**config.mk**
```make
export PLATFORM = sky130hd
export DESIGN_NAME = lzt_ctrl
export DESIGN_NICKNAME = d
export VERILOG_FILES = /design/src/design/lzt_pkg.sv /design/src/design/lzt_ctrl.sv
export SDC_FILE = /design/constraint.sdc
export NUM_CORES = 1
export LEC_CHECK = 0
export ABC_CLOCK_PERIOD_IN_PS = 2400
export BUFFER_PORTS_ARGS = -buffer_cell sky130_fd_sc_hd__clkbuf_2
export CORE_UTILIZATION = 57
export DETAILED_ROUTE_END_ITERATION = 10
export PLACE_DENSITY = 0.81
export SYNTH_ARGS = -nofsm -noshare
export SYNTH_HDL_FRONTEND = slang
export SYNTH_SLANG_ARGS = --single-unit
```
**constraint.sdc**
```tcl
create_clock -name clk_i -period 2.4 [get_ports clk_i]
set_input_delay 0.48 -clock clk_i [delete_from_list [all_inputs] [get_ports clk_i]]
set_output_delay 0.48 -clock clk_i [all_outputs]
set_load 0.05 [all_outputs]
```
**src/design/lzt_pkg.sv**
```systemverilog
// Shared types, codes and defaults for the lazy 2-opt tour block.
// No dependencies.
package lzt_pkg;

  localparam int DEF_MAX_CITIES = 1024;
  localparam int DEF_LOG_DEPTH  = 64;

  // func codes of an input item
  localparam logic [2:0] FUNC_ADD    = 3'd0;
  localparam logic [2:0] FUNC_FLIP   = 3'd1;
  localparam logic [2:0] FUNC_REMOVE = 3'd2;
  localparam logic [2:0] FUNC_PERM   = 3'd3;
  localparam logic [2:0] FUNC_QUERY  = 3'd4;

  // result status codes
  localparam logic [1:0] STAT_DONE   = 2'd0;
  localparam logic [1:0] STAT_CANCEL = 2'd1;
  localparam logic [1:0] STAT_EMPTY  = 2'd2;

  typedef struct packed {
    logic [2:0]  func;
    logic [9:0]  city_a;
    logic [9:0]  city_b;
    logic [9:0]  city_c;
    logic [9:0]  city_d;
    logic [9:0]  query_slot;
    logic [23:0] cost_removed_one;
    logic [23:0] cost_removed_two;
    logic [23:0] cost_added_one;
    logic [23:0] cost_added_two;
  } in_item_t;

  typedef struct packed {
    logic [1:0]  status;
    logic [31:0] tour_length;
    logic [9:0]  city_at_slot;
    logic [9:0]  slot_of_city;
    logic [6:0]  pending_flips;
    logic [10:0] cities_placed;
  } out_item_t;

  // datapath micro-operations
  typedef enum logic [4:0] {
    OP_NONE, OP_ACCEPT, OP_ADD, OP_SLOT_RD, OP_MAP_FWD, OP_MAP_BWD, OP_MAP_RUN,
    OP_SAVE, OP_TOP_RD, OP_FLIP_END, OP_REM_EMPTY, OP_POP, OP_ORDER_RD,
    OP_QUERY_AT, OP_QUERY_OF, OP_C_LASTW, OP_C_ENT_RD, OP_C_ENTW, OP_C_SW0,
    OP_C_SW1, OP_C_SW2, OP_C_SW3, OP_C_SLINIT, OP_C_SLRD, OP_C_SLWR, OP_C_CLEAR,
    OP_RESP
  } dp_op_e;

  typedef enum logic [1:0] {CITY_A, CITY_B, CITY_C, CITY_D} city_sel_e;

  typedef struct packed {
    dp_op_e    op;
    city_sel_e city;
    logic      dst_pc;
  } dp_cmd_t;

  typedef struct packed {
    logic [2:0] func;
    logic       cnt_zero;
    logic       cnt_full;
    logic       map_done;
    logic       pc_lt_pb;
    logic       k_eq_cnt;
    logic       i_lt_j;
    logic       lo_gt_hi;
    logic       i_eq_hi;
    logic       out_free;
  } dp_stat_t;

  typedef enum logic [4:0] {
    ST_IDLE, ST_DISPATCH, ST_F_RD, ST_F_MAP, ST_F_RUN, ST_F_CHK, ST_F_TOP, ST_F_END,
    ST_REM_POP, ST_Q_MAPQ, ST_Q_RUNQ, ST_Q_AT, ST_Q_RDA, ST_Q_MAPA, ST_Q_RUNA,
    ST_C_LAST, ST_C_LASTW, ST_C_ENT, ST_C_ENTW, ST_C_SWCHK, ST_C_SW1, ST_C_SW2,
    ST_C_SW3, ST_C_SLINIT, ST_C_SLRD, ST_C_SLWR, ST_C_DONE, ST_RESP
  } ctrl_state_e;

endpackage

```
**src/design/lzt_ctrl.sv**
```systemverilog
// Controller of the lazy 2-opt tour: sequences datapath micro-ops per item.
// Depends on lzt_pkg.
module lzt_ctrl import lzt_pkg::*; (
  input  logic     clk_i,
  input  logic     rst_ni,
  input  logic     in_valid_i,
  output logic     in_stall_o,
  input  dp_stat_t stat_i,
  output dp_cmd_t  cmd_o
);

  ctrl_state_e state_q, state_d;
  logic [1:0]  ph_q, ph_d;
  logic        ret_q, ret_d;

  always_ff @(posedge clk_i or negedge rst_ni) begin
    if (!rst_ni) begin
      state_q <= ST_IDLE;
      ph_q    <= '0;
      ret_q   <= 1'b0;
    end else begin
      state_q <= state_d;
      ph_q    <= ph_d;
      ret_q   <= ret_d;
    end
  end

  // next state and commands
  always_comb begin
    state_d    = state_q;
    ph_d       = ph_q;
    ret_d      = ret_q;
    in_stall_o = 1'b1;
    cmd_o      = '{op: OP_NONE, city: CITY_A, dst_pc: 1'b0};
    case (state_q)
      ST_IDLE: begin
        in_stall_o = 1'b0;
        if (in_valid_i) begin
          cmd_o.op = OP_ACCEPT;
          state_d  = ST_DISPATCH;
        end
      end
      ST_DISPATCH: begin
        case (stat_i.func)
          FUNC_ADD: begin
            cmd_o.op = OP_ADD;
            state_d  = ST_RESP;
          end
          FUNC_FLIP: begin
            ph_d = 2'd0;
            if (stat_i.cnt_full) begin
              ret_d   = 1'b1;
              state_d = ST_C_LAST;
            end else begin
              state_d = ST_F_RD;
            end
          end
          FUNC_REMOVE: begin
            if (stat_i.cnt_zero) begin
              cmd_o.op = OP_REM_EMPTY;
              state_d  = ST_RESP;
            end else begin
              cmd_o.op = OP_TOP_RD;
              state_d  = ST_REM_POP;
            end
          end
          FUNC_PERM: begin
            ret_d   = 1'b0;
            state_d = stat_i.cnt_zero ? ST_RESP : ST_C_LAST;
          end
          FUNC_QUERY: state_d = ST_Q_MAPQ;
          default:    state_d = ST_RESP;
        endcase
      end
      // flip lookups: phase 0 b, 1 c, 2 a, 3 d
      ST_F_RD: begin
        cmd_o.op = OP_SLOT_RD;
        case (ph_q)
          2'd0:    cmd_o.city = CITY_B;
          2'd1:    cmd_o.city = CITY_C;
          2'd2:    cmd_o.city = CITY_A;
          default: cmd_o.city = CITY_D;
        endcase
        state_d = ST_F_MAP;
      end
      ST_F_MAP: begin
        cmd_o.op = OP_MAP_FWD;
        state_d  = ST_F_RUN;
      end
      ST_F_RUN: begin
        if (stat_i.map_done) begin
          cmd_o.op     = OP_SAVE;
          cmd_o.dst_pc = (ph_q == 2'd1) || (ph_q == 2'd2);
          case (ph_q)
            2'd0: begin
              ph_d = 2'd1; state_d = ST_F_RD;
            end
            2'd1: state_d = ST_F_CHK;
            2'd2: begin
              ph_d = 2'd3; state_d = ST_F_RD;
            end
            default: state_d = ST_F_TOP;
          endcase
        end else begin
          cmd_o.op = OP_MAP_RUN;
        end
      end
      ST_F_CHK: begin
        if (stat_i.pc_lt_pb) begin
          ph_d = 2'd2; state_d = ST_F_RD;
        end else begin
          state_d = ST_F_TOP;
        end
      end
      ST_F_TOP: begin
        cmd_o.op = OP_TOP_RD;
        state_d  = ST_F_END;
      end
      ST_F_END: begin
        cmd_o.op = OP_FLIP_END;
        state_d  = ST_RESP;
      end
      ST_REM_POP: begin
        cmd_o.op = OP_POP;
        state_d  = ST_RESP;
      end
      // query: slot to city, then city to slot
      ST_Q_MAPQ: begin
        cmd_o.op = OP_MAP_BWD;
        state_d  = ST_Q_RUNQ;
      end
      ST_Q_RUNQ: begin
        if (stat_i.map_done) begin
          cmd_o.op = OP_ORDER_RD;
          state_d  = ST_Q_AT;
        end else begin
          cmd_o.op = OP_MAP_RUN;
        end
      end
      ST_Q_AT: begin
        cmd_o.op = OP_QUERY_AT;
        state_d  = ST_Q_RDA;
      end
      ST_Q_RDA: begin
        cmd_o.op   = OP_SLOT_RD;
        cmd_o.city = CITY_A;
        state_d    = ST_Q_MAPA;
      end
      ST_Q_MAPA: begin
        cmd_o.op = OP_MAP_FWD;
        state_d  = ST_Q_RUNA;
      end
      ST_Q_RUNA: begin
        if (stat_i.map_done) begin
          cmd_o.op = OP_QUERY_OF;
          state_d  = ST_RESP;
        end else begin
          cmd_o.op = OP_MAP_RUN;
        end
      end
      // commit: reverse each logged range, then rewrite slots
      ST_C_LAST: begin
        cmd_o.op = OP_TOP_RD;
        state_d  = ST_C_LASTW;
      end
      ST_C_LASTW: begin
        cmd_o.op = OP_C_LASTW;
        state_d  = ST_C_ENT;
      end
      ST_C_ENT: begin
        if (stat_i.k_eq_cnt) begin
          state_d = ST_C_SLINIT;
        end else begin
          cmd_o.op = OP_C_ENT_RD;
          state_d  = ST_C_ENTW;
        end
      end
      ST_C_ENTW: begin
        cmd_o.op = OP_C_ENTW;
        state_d  = ST_C_SWCHK;
      end
      ST_C_SWCHK: begin
        if (stat_i.i_lt_j) begin
          cmd_o.op = OP_C_SW0;
          state_d  = ST_C_SW1;
        end else begin
          state_d = ST_C_ENT;
        end
      end
      ST_C_SW1: begin
        cmd_o.op = OP_C_SW1;
        state_d  = ST_C_SW2;
      end
      ST_C_SW2: begin
        cmd_o.op = OP_C_SW2;
        state_d  = ST_C_SW3;
      end
      ST_C_SW3: begin
        cmd_o.op = OP_C_SW3;
        state_d  = ST_C_SWCHK;
      end
      ST_C_SLINIT: begin
        cmd_o.op = OP_C_SLINIT;
        state_d  = ST_C_SLRD;
      end
      ST_C_SLRD: begin
        if (stat_i.lo_gt_hi) begin
          state_d = ST_C_DONE;
        end else begin
          cmd_o.op = OP_C_SLRD;
          state_d  = ST_C_SLWR;
        end
      end
      ST_C_SLWR: begin
        cmd_o.op = OP_C_SLWR;
        state_d  = stat_i.i_eq_hi ? ST_C_DONE : ST_C_SLRD;
      end
      ST_C_DONE: begin
        cmd_o.op = OP_C_CLEAR;
        if (ret_q) begin
          ph_d = 2'd0; state_d = ST_F_RD;
        end else begin
          state_d = ST_RESP;
        end
      end
      ST_RESP: begin
        if (stat_i.out_free) begin
          cmd_o.op = OP_RESP;
          state_d  = ST_IDLE;
        end
      end
      default: state_d = ST_IDLE;
    endcase
  end

endmodule

```
==> results.json <==
{
  "io_pins": 24,
  "r2r_setup_slack_ns": 0.32,
  "power.density_nw_per_um2": 1487,
  "post-dp-hpwl_mm": 3.517,
  "slew_headroom": 0.5863,
  "outcome": "finished, final reports clean",
  "dp_cells": 259,
  "dr.pass1.iters": 5,
  "synth_largest_area_cell": "dfrtp_1",
  "cts-htree-levels": 1,
  "cts-root-buf": "clkbuf_4",
  "slowest_stage": "dfrtp_1",
  "arrival_ns": 1.89,
  "hold_path_class": "primary input to async pin",
  "p_leak_nw": 0.6855,
  "maxCapViolations": 0,
  "synth.ff_latch_count": 8,
  "dieArea_um2": 2736,
  "finalHoldViolations": 0,
  "cts_tree": "done",
  "gp_congestion": 1.024,
  "fin_skew_ns": 0.002117,
  "synth_area_leaders": "dfrtp_1 (14%), nor2_1 (6.2%), o21ai_0 (5.9%)",
  "crit_required_ns": 1.92,
  "r2r-start": "state_q[3]",
  "worstPathMaxFanout": 14,
  "seq_area_frac_synth": 0.1388,
  "clkSinkCount": 8,
  "io_buffers": 23,
  "area_delta_synth_final_pct": 19.60,
  "grt_max_degree": 26,
  "timing.rr.end": "state_q[4]",
  "antenna_found_initial": 0,
  "clockBufferDepth": 2,
  "tightest_slew_ns": 0.6049,
  "dieWidth_um": 52.31,
  "synth_cells": 208,
  "syn_area_um2": 1443,
  "clk_pin_slew_ns": 0.05,
  "ys_warn_count": 0,
  "async_flop_share": 1.000,
  "cts.hold.buffers_added": 0,
  "synth.avg_cell_area_um2": 6.936,
  "path_cells": "buf_4 -> nor3_4 -> a22oi_1 -> a21oi_2 -> a21oi_1 -> nand2_1 -> clkbuf_4",
  "r2r_cells": 7,
  "drive_above_1_share": 0.2863,
  "final_nets": 256,
  "cp_slowest_stage_delay_ns": 0.37,
  "coreArea_um2": 2297,
  "critPathKind": "flip-flop to output port",
  "rsz0062_at_grt": "yes",
  "diodes": 0,
  "clk_latency_ns": 0.25,
  "pre_cts_ws_ns": 0.2225,
  "synth_edf_count": 0,
  "via_per_inst": 6.805,
  "cp-end-kind": "output port",
  "final_cells": 262,
  "drt-initial-drc-count": 100,
  "syn_nets": 228,
  "layout_commonest_cell": "nor2_1",
  "start_kind": "flip-flop",
  "overflow": 0,
  "start_util": 0.6280,
  "die_h_um": 52.31,
  "fmax_ghz": 0.4215,
  "final_cell_mix": "nor2_1 (22), clkbuf_2 (19), buf_4 (17), nand2_1 (16)",
  "power_mw": 2.565,
  "antenna_left": 0,
  "synth_top_area_frac": 0.1388,
  "yosys_most_used_dff": "dfrtp_1",
  "grt_use_total": 0.3720,
  "post-route-drc-count": 0,
  "netlist-cell-type-count": 56,
  "grt_pass1_vias": 1612,
  "drt_wl_total_mm": 4.645,
  "grt_pass1_wl_mm": 7.534,
  "setup_viol": 0,
  "row_count": 17,
  "wl_per_cell_um": 17.73,
  "numCtsBuffers": 3,
  "setup_ws_ns": 0.02757,
  "min_period_ns": 2.372,
  "num_vias": 1783,
  "max-vdd-ir-drop_mv": 1.272,
  "period_share": 0.9885,
  "drv_slew": 0,
  "fin_tns_setup_ns": 0,
  "final_util": 0.7511
}
-- per-stage QoR --
| stage | hold WS (ns) | area, µm² |
|---|---|---|
| after floorplan | 0.1844 | 1443 |
| after global placement | 0.3262 | 1638 |
| after detailed placement | 0.3302 | 1638 |
| after CTS | 0.06380 | 1677 |
| after global routing | 0.07899 | 1725 |
| final | 0.06547 | 1725 |
-- where the power goes --
group	switching (mW)	internal, mW
logic	1.36	0.784
registers	0.116	0.205
clock network	0.0392	0.0568
-- critical path, delay by kind of cell (launching register included) --
kind	cells	cell delay, ns
compound gates	3	0.47
buf+inv	2	0.42
flops	1	0.37
simple gates	2	0.39
-- state kept, by name, indices dropped and copies added, names as in the netlist --
name / cells
state_q: 5
ph_q: 2
ret_q: 1
-- timing repair --
item	CTS	global route
gates resized for setup	6	16
setup buffers	0	0
endpoints found under the setup margin	4	8
endpoints found under the hold margin	0	0
-- kinds of logic after synthesis --
kind of cell | Yosys count | share of synthesized area
mux | 5 | 0.03469
fa+ha+maj | 5 | 0.04337
buf+inv | 28 | 0.09974
xor+xnor | 1 | 0.006072
compound gates | 74 | 0.3565
simple gates | 87 | 0.3209
flops | 8 | 0.1388
-- area by class of cell --
| cell class | count | area (µm²) |
|---|---|---|
| repair buffers | 42 | 281.5 |
| fillers | 184 | 571.8 |
| clock buffers | 3 | 22.52 |
| well taps | 28 | 35.03 |
| multi-input cells | 172 | 1149 |
| inverters | 9 | 33.78 |
| flip-flops and latches | 8 | 203.9 |
-- cell usage after synthesis, types with 4 or more instances --
cell and instances:
nor2_1 24, nand3_1 6, nor2b_1 7, inv_1 8
nand2_1 16, ha_1 5, o22ai_1 5, o211ai_1 4
a21oi_1 16, nand2b_1 6, buf_4 5, o21ai_0 17
buf_2 10, nor3_1 6, dfrtp_1 8, mux2i_1 5
-- worst max path at each step --
stage	from	to	slack, ns	cells past startpoint
after CTS	state_q[3]	cmd_o[6]	0.001	7
after global placement	state_q[2]	cmd_o[4]	0.23	7
final	state_q[2]	cmd_o[4]	0.03	7
after detailed placement	state_q[3]	cmd_o[4]	0.22	7
after global routing	state_q[3]	cmd_o[7]	-0.08	7
after floorplan	state_q[2]	cmd_o[7]	0.01	7
-- per-layer routing --
| layer | wire (µm) | vias to the layer above | global-route usage |
|---|---|---|---|
| li1 | - | 831 | - |
| met1 | 1984 | 815 | 0.5168 |
| met2 | 2069 | 119 | 0.5654 |
| met3 | 444 | 18 | 0.03478 |
| met4 | 146 | 0 | 0.1886 |
| met5 | 0 | - | 0 |
No activity file was read; power rests on OpenSTA's default activity.
